$ cat config.mk
export PLATFORM = sky130hd
export DESIGN_NAME = i2c_master_byte_engine_core
export DESIGN_NICKNAME = d
export VERILOG_FILES = /design/src/design/i2c_mbe_pkg.sv /design/src/design/i2c_master_byte_engine_core.sv /design/src/design/i2c_mbe_seq.sv
export VERILOG_INCLUDE_DIRS = /design/src /design/src/design
export SDC_FILE = /design/constraint.sdc
export NUM_CORES = 1
export LEC_CHECK = 0
export BUFFER_PORTS_ARGS = -buffer_cell sky130_fd_sc_hd__buf_4
export CAP_MARGIN = 20
export CORE_ASPECT_RATIO = 0.7
export CORE_MARGIN = 1.5
export CORE_UTILIZATION = 60
export DETAILED_ROUTE_END_ITERATION = 8
export MAX_ROUTING_LAYER = met4
export PLACE_DENSITY = 0.81
export SYNTH_ARGS = -nofsm -noshare
export SYNTH_HDL_FRONTEND = slang
export SYNTH_HIERARCHICAL = 1
export SYNTH_SLANG_ARGS = --single-unit
export TNS_END_PERCENT = 5
$ cat constraint.sdc
create_clock -name clk -period 2.9 [get_ports clk]
set_input_delay 0.58 -clock clk [delete_from_list [all_inputs] [get_ports clk]]
set_output_delay 0.58 -clock clk [all_outputs]
set_load 0.005 [all_outputs]
$ cat src/design/i2c_master_byte_engine_core_macros.svh
`ifndef I2C_MASTER_BYTE_ENGINE_CORE_MACROS_SVH
`define I2C_MASTER_BYTE_ENGINE_CORE_MACROS_SVH

// same-cycle implication, sampled on clk, off during reset
`define MBE_ASSERT_NOW(label, ante, cons, msg) \
	label: assert property (@(posedge clk) disable iff (!arst_n) (ante) |-> (cons)) \
		else $error(msg);

// next-cycle implication, sampled on clk, off during reset
`define MBE_ASSERT_NEXT(label, ante, cons, msg) \
	label: assert property (@(posedge clk) disable iff (!arst_n) (ante) |=> (cons)) \
		else $error(msg);

`endif

$ cat src/design/i2c_mbe_pkg.sv
package i2c_mbe_pkg;

	typedef enum logic [3:0] {
		PH_IDLE    = 4'd0,
		PH_ST_A    = 4'd1,
		PH_ST_B    = 4'd2,
		PH_SP_A    = 4'd3,
		PH_SP_B    = 4'd4,
		PH_WB_LOW  = 4'd5,
		PH_WB_HIGH = 4'd6,
		PH_WB_TAIL = 4'd7,
		PH_AK_REL  = 4'd8,
		PH_AK_POLL = 4'd9,
		PH_RB_LOW  = 4'd10,
		PH_RB_HIGH = 4'd11,
		PH_AN_LOW  = 4'd12,
		PH_AN_HIGH = 4'd13
	} phase_t;

	localparam logic [2:0] CMD_NONE  = 3'd0;
	localparam logic [2:0] CMD_START = 3'd1;
	localparam logic [2:0] CMD_STOP  = 3'd2;
	localparam logic [2:0] CMD_WRITE = 3'd3;
	localparam logic [2:0] CMD_READ  = 3'd4;

	localparam logic [1:0] REG_EDGE_HOLD   = 2'd0;
	localparam logic [1:0] REG_HALF_BIT    = 2'd1;
	localparam logic [1:0] REG_ACK_TIMEOUT = 2'd2;

	localparam logic [7:0] EDGE_HOLD_RST   = 8'd4;
	localparam logic [7:0] HALF_BIT_RST    = 8'd2;
	localparam logic [7:0] ACK_TIMEOUT_RST = 8'd250;
	localparam logic [3:0] BITS_PER_BYTE   = 4'd8;

	typedef struct packed {
		logic [2:0] cmd;
		logic [7:0] tx_byte;
		logic       send_ack;
		logic       sda_in;
	} item_t;

	typedef struct packed {
		logic [7:0] edge_hold_ticks;
		logic [7:0] half_bit_ticks;
		logic [7:0] ack_timeout_polls;
	} cfg_t;

	typedef struct packed {
		logic       scl_level;
		logic       sda_level;
		logic       busy_res;
		logic       done_res;
		logic [7:0] rx_byte;
		logic       ack_missing;
	} res_t;

	typedef struct packed {
		phase_t     phase;
		logic [7:0] tick_count;
		logic [3:0] bit_index;
		logic [7:0] shift_reg;
		logic [7:0] poll_count;
		logic       scl_reg;
		logic       sda_reg;
		logic       ack_choice;
		logic       error_flag;
		logic [7:0] rx_hold;
	} seq_st_t;

	function automatic logic [7:0] at_least_one(input logic [7:0] v);
		return (v == 8'd0) ? 8'd1 : v;
	endfunction

endpackage

$ cat src/design/i2c_master_byte_engine_core.sv
// I2C master byte sequencer. Every transfer on the s_ channel is one bus tick:
// s_tuser carries the command (none, start, stop, write byte, read byte) and
// s_tdata the byte to send, the ACK choice for reads and the sampled SDA level.
// Every accepted tick yields exactly one m_ transfer with the SCL and SDA drive
// for that tick, busy, a one-tick done pulse, the last read byte and the
// missing-acknowledge flag. Commands that arrive while busy are dropped.
// The input register holds each tick, then the sequencer update is captured into
// the result register; throughput is one tick per cycle while m_tready does not
// stall the result register, as the sequencer updates its state on every step.
// The cfg channel writes the edge hold, half-bit and ack timeout tick counts;
// it is always ready and should only be used while the sequencer is idle.
// Reset returns the sequencer to idle with SCL and SDA released, rx_byte 0 and
// the registers at 4, 2 and 250. When m_tready is low the result register and
// the input register both hold, s_tready drops once both are full, and no
// tick is lost or repeated.
`include "i2c_master_byte_engine_core_macros.svh"

module i2c_master_byte_engine_core
	import i2c_mbe_pkg::*;
(
	input  logic        clk,
	input  logic        arst_n,
	input  logic        s_tvalid,
	output logic        s_tready,
	input  logic [2:0]  s_tuser,  // cmd
	input  logic [15:0] s_tdata,  // tx_byte[7:0], send_ack[8], sda_in[9], zero pad
	output logic        m_tvalid,
	input  logic        m_tready,
	// scl_level[0], sda_level[1], busy_res[2], done_res[3], rx_byte[11:4],
	// ack_missing[12], zero pad
	output logic [15:0] m_tdata,
	input  logic        cfg_valid,
	output logic        cfg_ready,
	input  logic [1:0]  cfg_index,
	input  logic [7:0]  cfg_data
);

	logic  v_s1;
	item_t item_s1;
	logic  out_v_q;
	res_t  res_q;
	res_t  res_d;
	cfg_t  cfg_q;
	logic  adv;

	assign adv       = !out_v_q || m_tready;
	assign s_tready  = !v_s1 || adv;
	assign cfg_ready = 1'b1;

	always_ff @(posedge clk or negedge arst_n) begin
		if (!arst_n) begin
			cfg_q.edge_hold_ticks   <= EDGE_HOLD_RST;
			cfg_q.half_bit_ticks    <= HALF_BIT_RST;
			cfg_q.ack_timeout_polls <= ACK_TIMEOUT_RST;
		end else if (cfg_valid) begin
			case (cfg_index)
				REG_EDGE_HOLD:   cfg_q.edge_hold_ticks   <= cfg_data;
				REG_HALF_BIT:    cfg_q.half_bit_ticks    <= cfg_data;
				REG_ACK_TIMEOUT: cfg_q.ack_timeout_polls <= cfg_data;
				default: ;
			endcase
		end
	end

	always_ff @(posedge clk or negedge arst_n) begin
		if (!arst_n) begin
			v_s1 <= 1'b0;
		end else if (s_tvalid && s_tready) begin
			v_s1 <= 1'b1;
		end else if (adv) begin
			v_s1 <= 1'b0;
		end
	end

	always_ff @(posedge clk) begin
		if (s_tvalid && s_tready) begin
			item_s1.cmd      <= s_tuser;
			item_s1.tx_byte  <= s_tdata[7:0];
			item_s1.send_ack <= s_tdata[8];
			item_s1.sda_in   <= s_tdata[9];
		end
	end

	i2c_mbe_seq u_seq (
		.clk     (clk),
		.arst_n  (arst_n),
		.step_en (v_s1 && adv),
		.item    (item_s1),
		.cfg     (cfg_q),
		.res     (res_d)
	);

	always_ff @(posedge clk or negedge arst_n) begin
		if (!arst_n) begin
			out_v_q <= 1'b0;
		end else if (adv) begin
			out_v_q <= v_s1;
		end
	end

	always_ff @(posedge clk) begin
		if (adv && v_s1) begin
			res_q <= res_d;
		end
	end

	assign m_tvalid = out_v_q;
	assign m_tdata  = {3'd0, res_q.ack_missing, res_q.rx_byte, res_q.done_res,
		res_q.busy_res, res_q.sda_level, res_q.scl_level};

	`MBE_ASSERT_NOW(a_done_not_busy, m_tvalid && m_tdata[3], !m_tdata[2], "done while busy")
	`MBE_ASSERT_NEXT(a_s1_holds, v_s1 && !adv, v_s1, "queued tick dropped")
	`MBE_ASSERT_NEXT(a_step_to_out, v_s1 && adv, m_tvalid, "tick produced no result")

endmodule

$ cat src/design/i2c_mbe_seq.sv
module i2c_mbe_seq
	import i2c_mbe_pkg::*;
(
	input  logic  clk,
	input  logic  arst_n,
	input  logic  step_en,
	input  item_t item,
	input  cfg_t  cfg,
	output res_t  res
);

	seq_st_t st_q;
	seq_st_t nx;
	logic    done_d;
	logic [3:0] nbit;
	logic [7:0] nshift;

	always_comb begin
		nx     = st_q;
		done_d = 1'b0;
		nbit   = st_q.bit_index + 4'd1;
		nshift = 8'd0;
		if (st_q.phase == PH_IDLE) begin
			if (item.cmd >= CMD_START && item.cmd <= CMD_READ) begin
				nx.error_flag = 1'b0;
				nx.bit_index  = 4'd0;
				case (item.cmd)
					CMD_START: begin
						nx.phase = PH_ST_A; nx.scl_reg = 1'b1; nx.sda_reg = 1'b1;
						nx.tick_count = at_least_one(cfg.edge_hold_ticks);
					end
					CMD_STOP: begin
						nx.phase = PH_SP_A; nx.scl_reg = 1'b0; nx.sda_reg = 1'b0;
						nx.tick_count = at_least_one(cfg.edge_hold_ticks);
					end
					CMD_WRITE: begin
						nx.shift_reg = item.tx_byte;
						nx.phase = PH_WB_LOW; nx.scl_reg = 1'b0; nx.sda_reg = item.tx_byte[7];
						nx.tick_count = at_least_one(cfg.half_bit_ticks);
					end
					default: begin
						nx.ack_choice = item.send_ack;
						nx.shift_reg  = 8'd0;
						nx.phase = PH_RB_LOW; nx.scl_reg = 1'b0; nx.sda_reg = 1'b1;
						nx.tick_count = at_least_one(cfg.half_bit_ticks);
					end
				endcase
			end
		end else if (st_q.phase == PH_AK_POLL) begin
			if (!item.sda_in) begin
				nx.scl_reg    = 1'b0;
				nx.poll_count = 8'd0;
				nx.phase      = PH_IDLE;
				nx.tick_count = 8'd0;
				done_d        = 1'b1;
			end else if (st_q.poll_count >= cfg.ack_timeout_polls) begin
				nx.error_flag = 1'b1;
				nx.poll_count = 8'd0;
				nx.phase = PH_SP_A; nx.scl_reg = 1'b0; nx.sda_reg = 1'b0;
				nx.tick_count = at_least_one(cfg.edge_hold_ticks);
			end else begin
				nx.poll_count = st_q.poll_count + 8'd1;
			end
		end else if (st_q.tick_count > 8'd1) begin
			nx.tick_count = st_q.tick_count - 8'd1;
		end else begin
			case (st_q.phase)
				PH_ST_A: begin
					nx.phase = PH_ST_B; nx.scl_reg = 1'b1; nx.sda_reg = 1'b0;
					nx.tick_count = at_least_one(cfg.edge_hold_ticks);
				end
				PH_ST_B: begin
					nx.scl_reg = 1'b0;
					nx.phase = PH_IDLE; nx.tick_count = 8'd0; done_d = 1'b1;
				end
				PH_SP_A: begin
					nx.phase = PH_SP_B; nx.scl_reg = 1'b1; nx.sda_reg = 1'b1;
					nx.tick_count = at_least_one(cfg.edge_hold_ticks);
				end
				PH_WB_LOW: begin
					nx.phase = PH_WB_HIGH; nx.scl_reg = 1'b1;
					nx.tick_count = at_least_one(cfg.half_bit_ticks);
				end
				PH_WB_HIGH: begin
					nx.phase = PH_WB_TAIL; nx.scl_reg = 1'b0;
					nx.tick_count = at_least_one(cfg.half_bit_ticks);
				end
				PH_WB_TAIL: begin
					nshift       = {st_q.shift_reg[6:0], 1'b0};
					nx.shift_reg = nshift;
					nx.bit_index = nbit;
					nx.scl_reg   = 1'b0;
					if (nbit < BITS_PER_BYTE) begin
						nx.phase = PH_WB_LOW; nx.sda_reg = nshift[7];
						nx.tick_count = at_least_one(cfg.half_bit_ticks);
					end else begin
						nx.phase = PH_AK_REL; nx.sda_reg = 1'b1; nx.tick_count = 8'd1;
					end
				end
				PH_AK_REL: begin
					nx.phase = PH_AK_POLL; nx.scl_reg = 1'b1; nx.sda_reg = 1'b1;
					nx.tick_count = 8'd1;
					nx.poll_count = 8'd0;
				end
				PH_RB_LOW: begin
					nx.phase = PH_RB_HIGH; nx.scl_reg = 1'b1; nx.sda_reg = 1'b1;
					nx.tick_count = at_least_one(cfg.half_bit_ticks);
				end
				PH_RB_HIGH: begin
					nx.shift_reg = {st_q.shift_reg[6:0], item.sda_in};
					nx.bit_index = nbit;
					nx.scl_reg   = 1'b0;
					nx.tick_count = at_least_one(cfg.half_bit_ticks);
					if (nbit < BITS_PER_BYTE) begin
						nx.phase = PH_RB_LOW; nx.sda_reg = 1'b1;
					end else begin
						nx.phase = PH_AN_LOW; nx.sda_reg = ~st_q.ack_choice;
					end
				end
				PH_AN_LOW: begin
					nx.phase = PH_AN_HIGH; nx.scl_reg = 1'b1;
					nx.tick_count = at_least_one(cfg.half_bit_ticks);
				end
				PH_AN_HIGH: begin
					nx.scl_reg = 1'b0;
					nx.rx_hold = st_q.shift_reg;
					nx.phase = PH_IDLE; nx.tick_count = 8'd0; done_d = 1'b1;
				end
				default: begin
					nx.phase = PH_IDLE; nx.tick_count = 8'd0; done_d = 1'b1;
				end
			endcase
		end
	end

	always_comb begin
		res.scl_level   = nx.scl_reg;
		res.sda_level   = nx.sda_reg;
		res.busy_res    = (nx.phase != PH_IDLE);
		res.done_res    = done_d;
		res.rx_byte     = nx.rx_hold;
		res.ack_missing = nx.error_flag;
	end

	always_ff @(posedge clk or negedge arst_n) begin
		if (!arst_n) begin
			st_q.phase      <= PH_IDLE;
			st_q.tick_count <= 8'd0;
			st_q.bit_index  <= 4'd0;
			st_q.shift_reg  <= 8'd0;
			st_q.poll_count <= 8'd0;
			st_q.scl_reg    <= 1'b1;
			st_q.sda_reg    <= 1'b1;
			st_q.ack_choice <= 1'b0;
			st_q.error_flag <= 1'b0;
			st_q.rx_hold    <= 8'd0;
		end else if (step_en) begin
			st_q <= nx;
		end
	end

endmodule

==> summary.md <==
The number of antenna violations at the first check in global routing came out at 0. Measured against the total synthesized area, the mux share comes to 10.3%. For the buffer levels on the longest clock path, the log shows 2. At the end of the flow, the number of nets in the layout was 628. Yosys mapped the design onto 75 distinct sky130hd cell types. At the later pin of the worst-skew pair, clock insertion delay measures 350 ps. The synthesized netlist devotes 15.9% of its cell area to simple gates. The congestion estimate from routability-driven global placement came to 1.02. The final critical path takes up 95.8% of the cycle. The number of levels in the clock H-tree is 3, and the flip-flop and latch count after synthesis is 96. In this run the static leakage power is 2.70 nW. Data on the critical path arrives at its endpoint at 2860 ps. The kind of path behind the tightest hold check was in2async.

The number of enable flip-flop cells after synthesis is 26, and the share of post-route cells with drive strength above 1 is 25.9%. Count of mapped cells out of synthesis: 547. The clock network power share was 28.2%; the count of maximum capacitance violations was 0. Setup violations remaining at the end of the flow were counted as 0.

Summing the sequential cell areas from Yosys gives 45.4% of the chip area. The count of buffers inserted at the top-level ports works out to 42. The clock transition at the registers of the reported paths came out at 70 ps. The count of clock tree sinks was 96; the global-route wire length before repair was 23400 µm. Wires add up to 14300 µm. For the global routing usage summed across all routing layers, the log shows 31.2%. The largest fanout on the critical path is 3, and the final global-route overflow total is 0. Combinational family with the most area after synthesis: compound AO/OA/AOI/OAI gates.

Count of buffering cells on the critical path with inverters included: 1. Setup repair after global routing left no endpoint under its margin. TritonCTS built the clock tree.

At the end of the flow the core is filled with cells to 69.5%. The Yosys step of the flow raised 6 warnings. The tools report the critical path data required time as 2980 ps. The power density over the cells is 708 nW/µm². The total half-perimeter wirelength after legalization and detailed placement is 10200 µm. After detailed routing, the number of remaining DRC violations is 0. In this run, post-CTS repair resized a total of 0 instances. The tools report the switching power as 0.00157 W. Via-per-instance ratio: 6.39. The delay of the slowest cell on the worst path came out at 560 ps. Relative to the synthesized area, the layout overhead comes to 12.6%. The number of clock buffers added by TritonCTS is 9. The width of the die is 118 µm. The transition time at the pin with the least slew margin came out at 895 ps.

The count of antenna diodes in the layout came out at 0. The relative max-transition margin came out at 40.3%. Clock tree synthesis selected as its root buffer the cell clkbuf_16. Derived from the worst setup path, the maximum achievable clock frequency is 360 MHz.

The slowest stage of the critical path is the or4_1 cell. Entering global routing, the biggest net connects 71 pins. For the detailed router's first-iteration violation count, the log shows 581. The average instance in the mapped netlist occupies 10.2 µm². 53 I/O pins were placed.

The count of pins over their slew limit was 0. The logs give 9070 µm² for the placeable core region and 5600 µm² for the cell area after synthesis. The die covers 9930 µm². Setup total negative slack on the finished layout was measured at 0 ps. Grouping stages by cell kind, the critical path spends the most delay in simple AND/OR/NAND/NOR gates.

The remaining antenna violation count after routing is 0, and the clock period minus final worst setup slack is 2780 ps. The clock skew after layout is 9.73 ps. The run gives 0 as the buffers inserted during post-CTS setup optimization.

The tools report the row count as 29. The run gives 7 as the detailed-routing iteration count for the pre-antenna-repair pass. Cell internal power was estimated by the tool at 0.00289 W. The routed wire length per instance works out to 20.1 µm. The fraction of synthesis flops using an asynchronous set or reset pin works out to 72.9%. STA classifies the critical path startpoint as a flop. By startpoint and endpoint, the worst setup path is classified as reg2reg.

The leading register cell type out of synthesis was dfrtp_1. The number of global-route vias before repair is 4391. Combinational logic burns 26.8% of the power.

The run gives 0.00447 W as the total power. IR analysis of the VDD net gives a maximum drop of 0.469 mV. Summing the areas of all xor and xnor instances in the mapped netlist gives 1.39% of the synthesized area. The run finished with clean final reports. The post-synthesis adder-cell area fraction is 2.68%. STA classifies the critical path endpoint as a flop. Walking the worst path, the cells encountered are inv_1, ha_1, and3_1, a221oi_2, o21a_1, nor2_1, nand4b_1, or4_1. Once the floorplan was initialized, standard cells occupied 61.7% of the core. Summing the areas of all compound-gate instances in the mapped netlist gives 18.8% of the synthesized area. For the final hold violation count, the log shows 0. In this run the vertical extent of the chip is 83.8 µm.

The tools report the count of hold-fix buffers inserted at cts as 0. Net switching is 35.2% of the power. For the via count of the routed design, the log shows 4542.

Registers are responsible for 45.0% of the overall power.
## layer usage
layer / global-route usage [%] / part of all wire (%)
met5: - / 0
met4: 9.64 / 1.6
met2: 42.4 / 43
met3: 8.13 / 11
met1: 45.8 / 45
## metrics by stage
step	instances	worst slack [ps]	hold WS (ps)	instance area, µm²
2_1_floorplan	549	293	284	5610
3_3_place_gp	694	227	468	5990
3_5_place_dp	694	85.4	476	5990
4_1_cts	710	73.1	393	6300
5_1_grt	711	45.3	397	6310
6_report	711	123	338	6310
## synthesized netlist by cell type, types with 5 or more instances
cell type,n,area (µm²)
nor2b_1,6,37.5
dfrtp_1,60,1500
a22oi_1,8,60.1
clkbuf_1,7,26.3
nand2_1,36,135
buf_2,9,45.0
mux2i_1,8,80.1
a31oi_1,6,37.5
mux2_2,42,473
and2_1,5,31.3
nand2b_1,12,75.1
o21ai_0,44,220
nor2_1,46,173
a211oi_1,6,45.0
a21oi_1,37,185
inv_1,17,63.8
a22o_1,5,43.8
buf_4,18,135
ha_1,12,150
edfxtp_1,26,781
nor4_1,5,31.3
a21o_1,8,60.1
dfstp_2,10,263
and3_1,8,50.1
o31ai_1,5,37.5
nand3_1,7,35.0
## final timing paths
path | from | end | slack (ps) | cells past startpoint
setup / recovery | cfg_q[7]$_DFFE_PN1P_ | m_tdata[2]$_DFFE_PP_ | 120 | 8
hold / removal | arst_n | u_seq/st_q[15]$_DFFE_PN0P_ | 340 | 1
setup reg to reg | cfg_q[7]$_DFFE_PN1P_ | m_tdata[2]$_DFFE_PP_ | 120 | 8
hold reg to reg | v_s1$_DFFE_PN0P_ | m_tvalid$_DFFE_PN0P_ | 490 | 1
max in group asynchronous | arst_n | u_seq/st_q[43]$_DFFE_PN0P_ | 1960 | 1
min in group clk | s_tdata[8] | item_s1[1]$_DFFE_PP_ | 400 | 1
## power groups by stage
stage / sequential [W] / clock [W] / combinational, W
floorplan: 0.00189 / 0 / 0.000890
global placement: 0.00200 / 0 / 0.00112
detailed placement: 0.00202 / 0 / 0.00115
CTS: 0.00200 / 0.00127 / 0.00117
global route: 0.00205 / 0.00132 / 0.00131
finish: 0.00201 / 0.00126 / 0.00120
## layout by cell type (no fill, tap or decap), types with 9 or more instances in the layout
cell / n
a21oi_1: 37
buf_4: 60
clkbuf_16: 9
dfrtp_1: 60
dfstp_2: 10
edfxtp_1: 26
ha_1: 12
inv_1: 17
mux2_2: 42
nand2_1: 36
nand2b_1: 12
nor2_1: 46
o21ai_0: 44
## layout make-up
class	instances	area (µm²)
Clock buffer	9	225
Sequential cell	96	2540
Inverter	17	63.8
Tap cell	124	155
Multi-Input combinational cell	397	2760
Timing Repair Buffer	61	470
Fill cell	684	2760
Clock inverter	7	90.1
## logic make-up (layout without fill, tap and decap cells)
group                    after synthesis  count (layout)
AO/OA/AOI/OAI                        161             161
AND/OR/NAND/NOR                      160             160
flip-flops                            96              96
buffers and inverters                 56              94
multiplexers                          52              52
adder cells (fa/ha/maj)               12              12
XOR/XNOR                               8               8
other                                  2               4
## worst reg2reg max path, cell delays in order (launching register included)
cell and delay [ps]:
dfstp_2 540, inv_1 60, ha_1 320, and3_1 210, a221oi_2 320, o21a_1 220
nor2_1 90, nand4b_1 200, or4_1 560
## state kept, by name (all words and copies together), names as in the netlist
signal      count
m_tvalid        1
m_tdata        13
v_s1            1
cfg_q          24
item_s1        13
u_seq/st_q     44
Power figures use the tool's default switching activity.
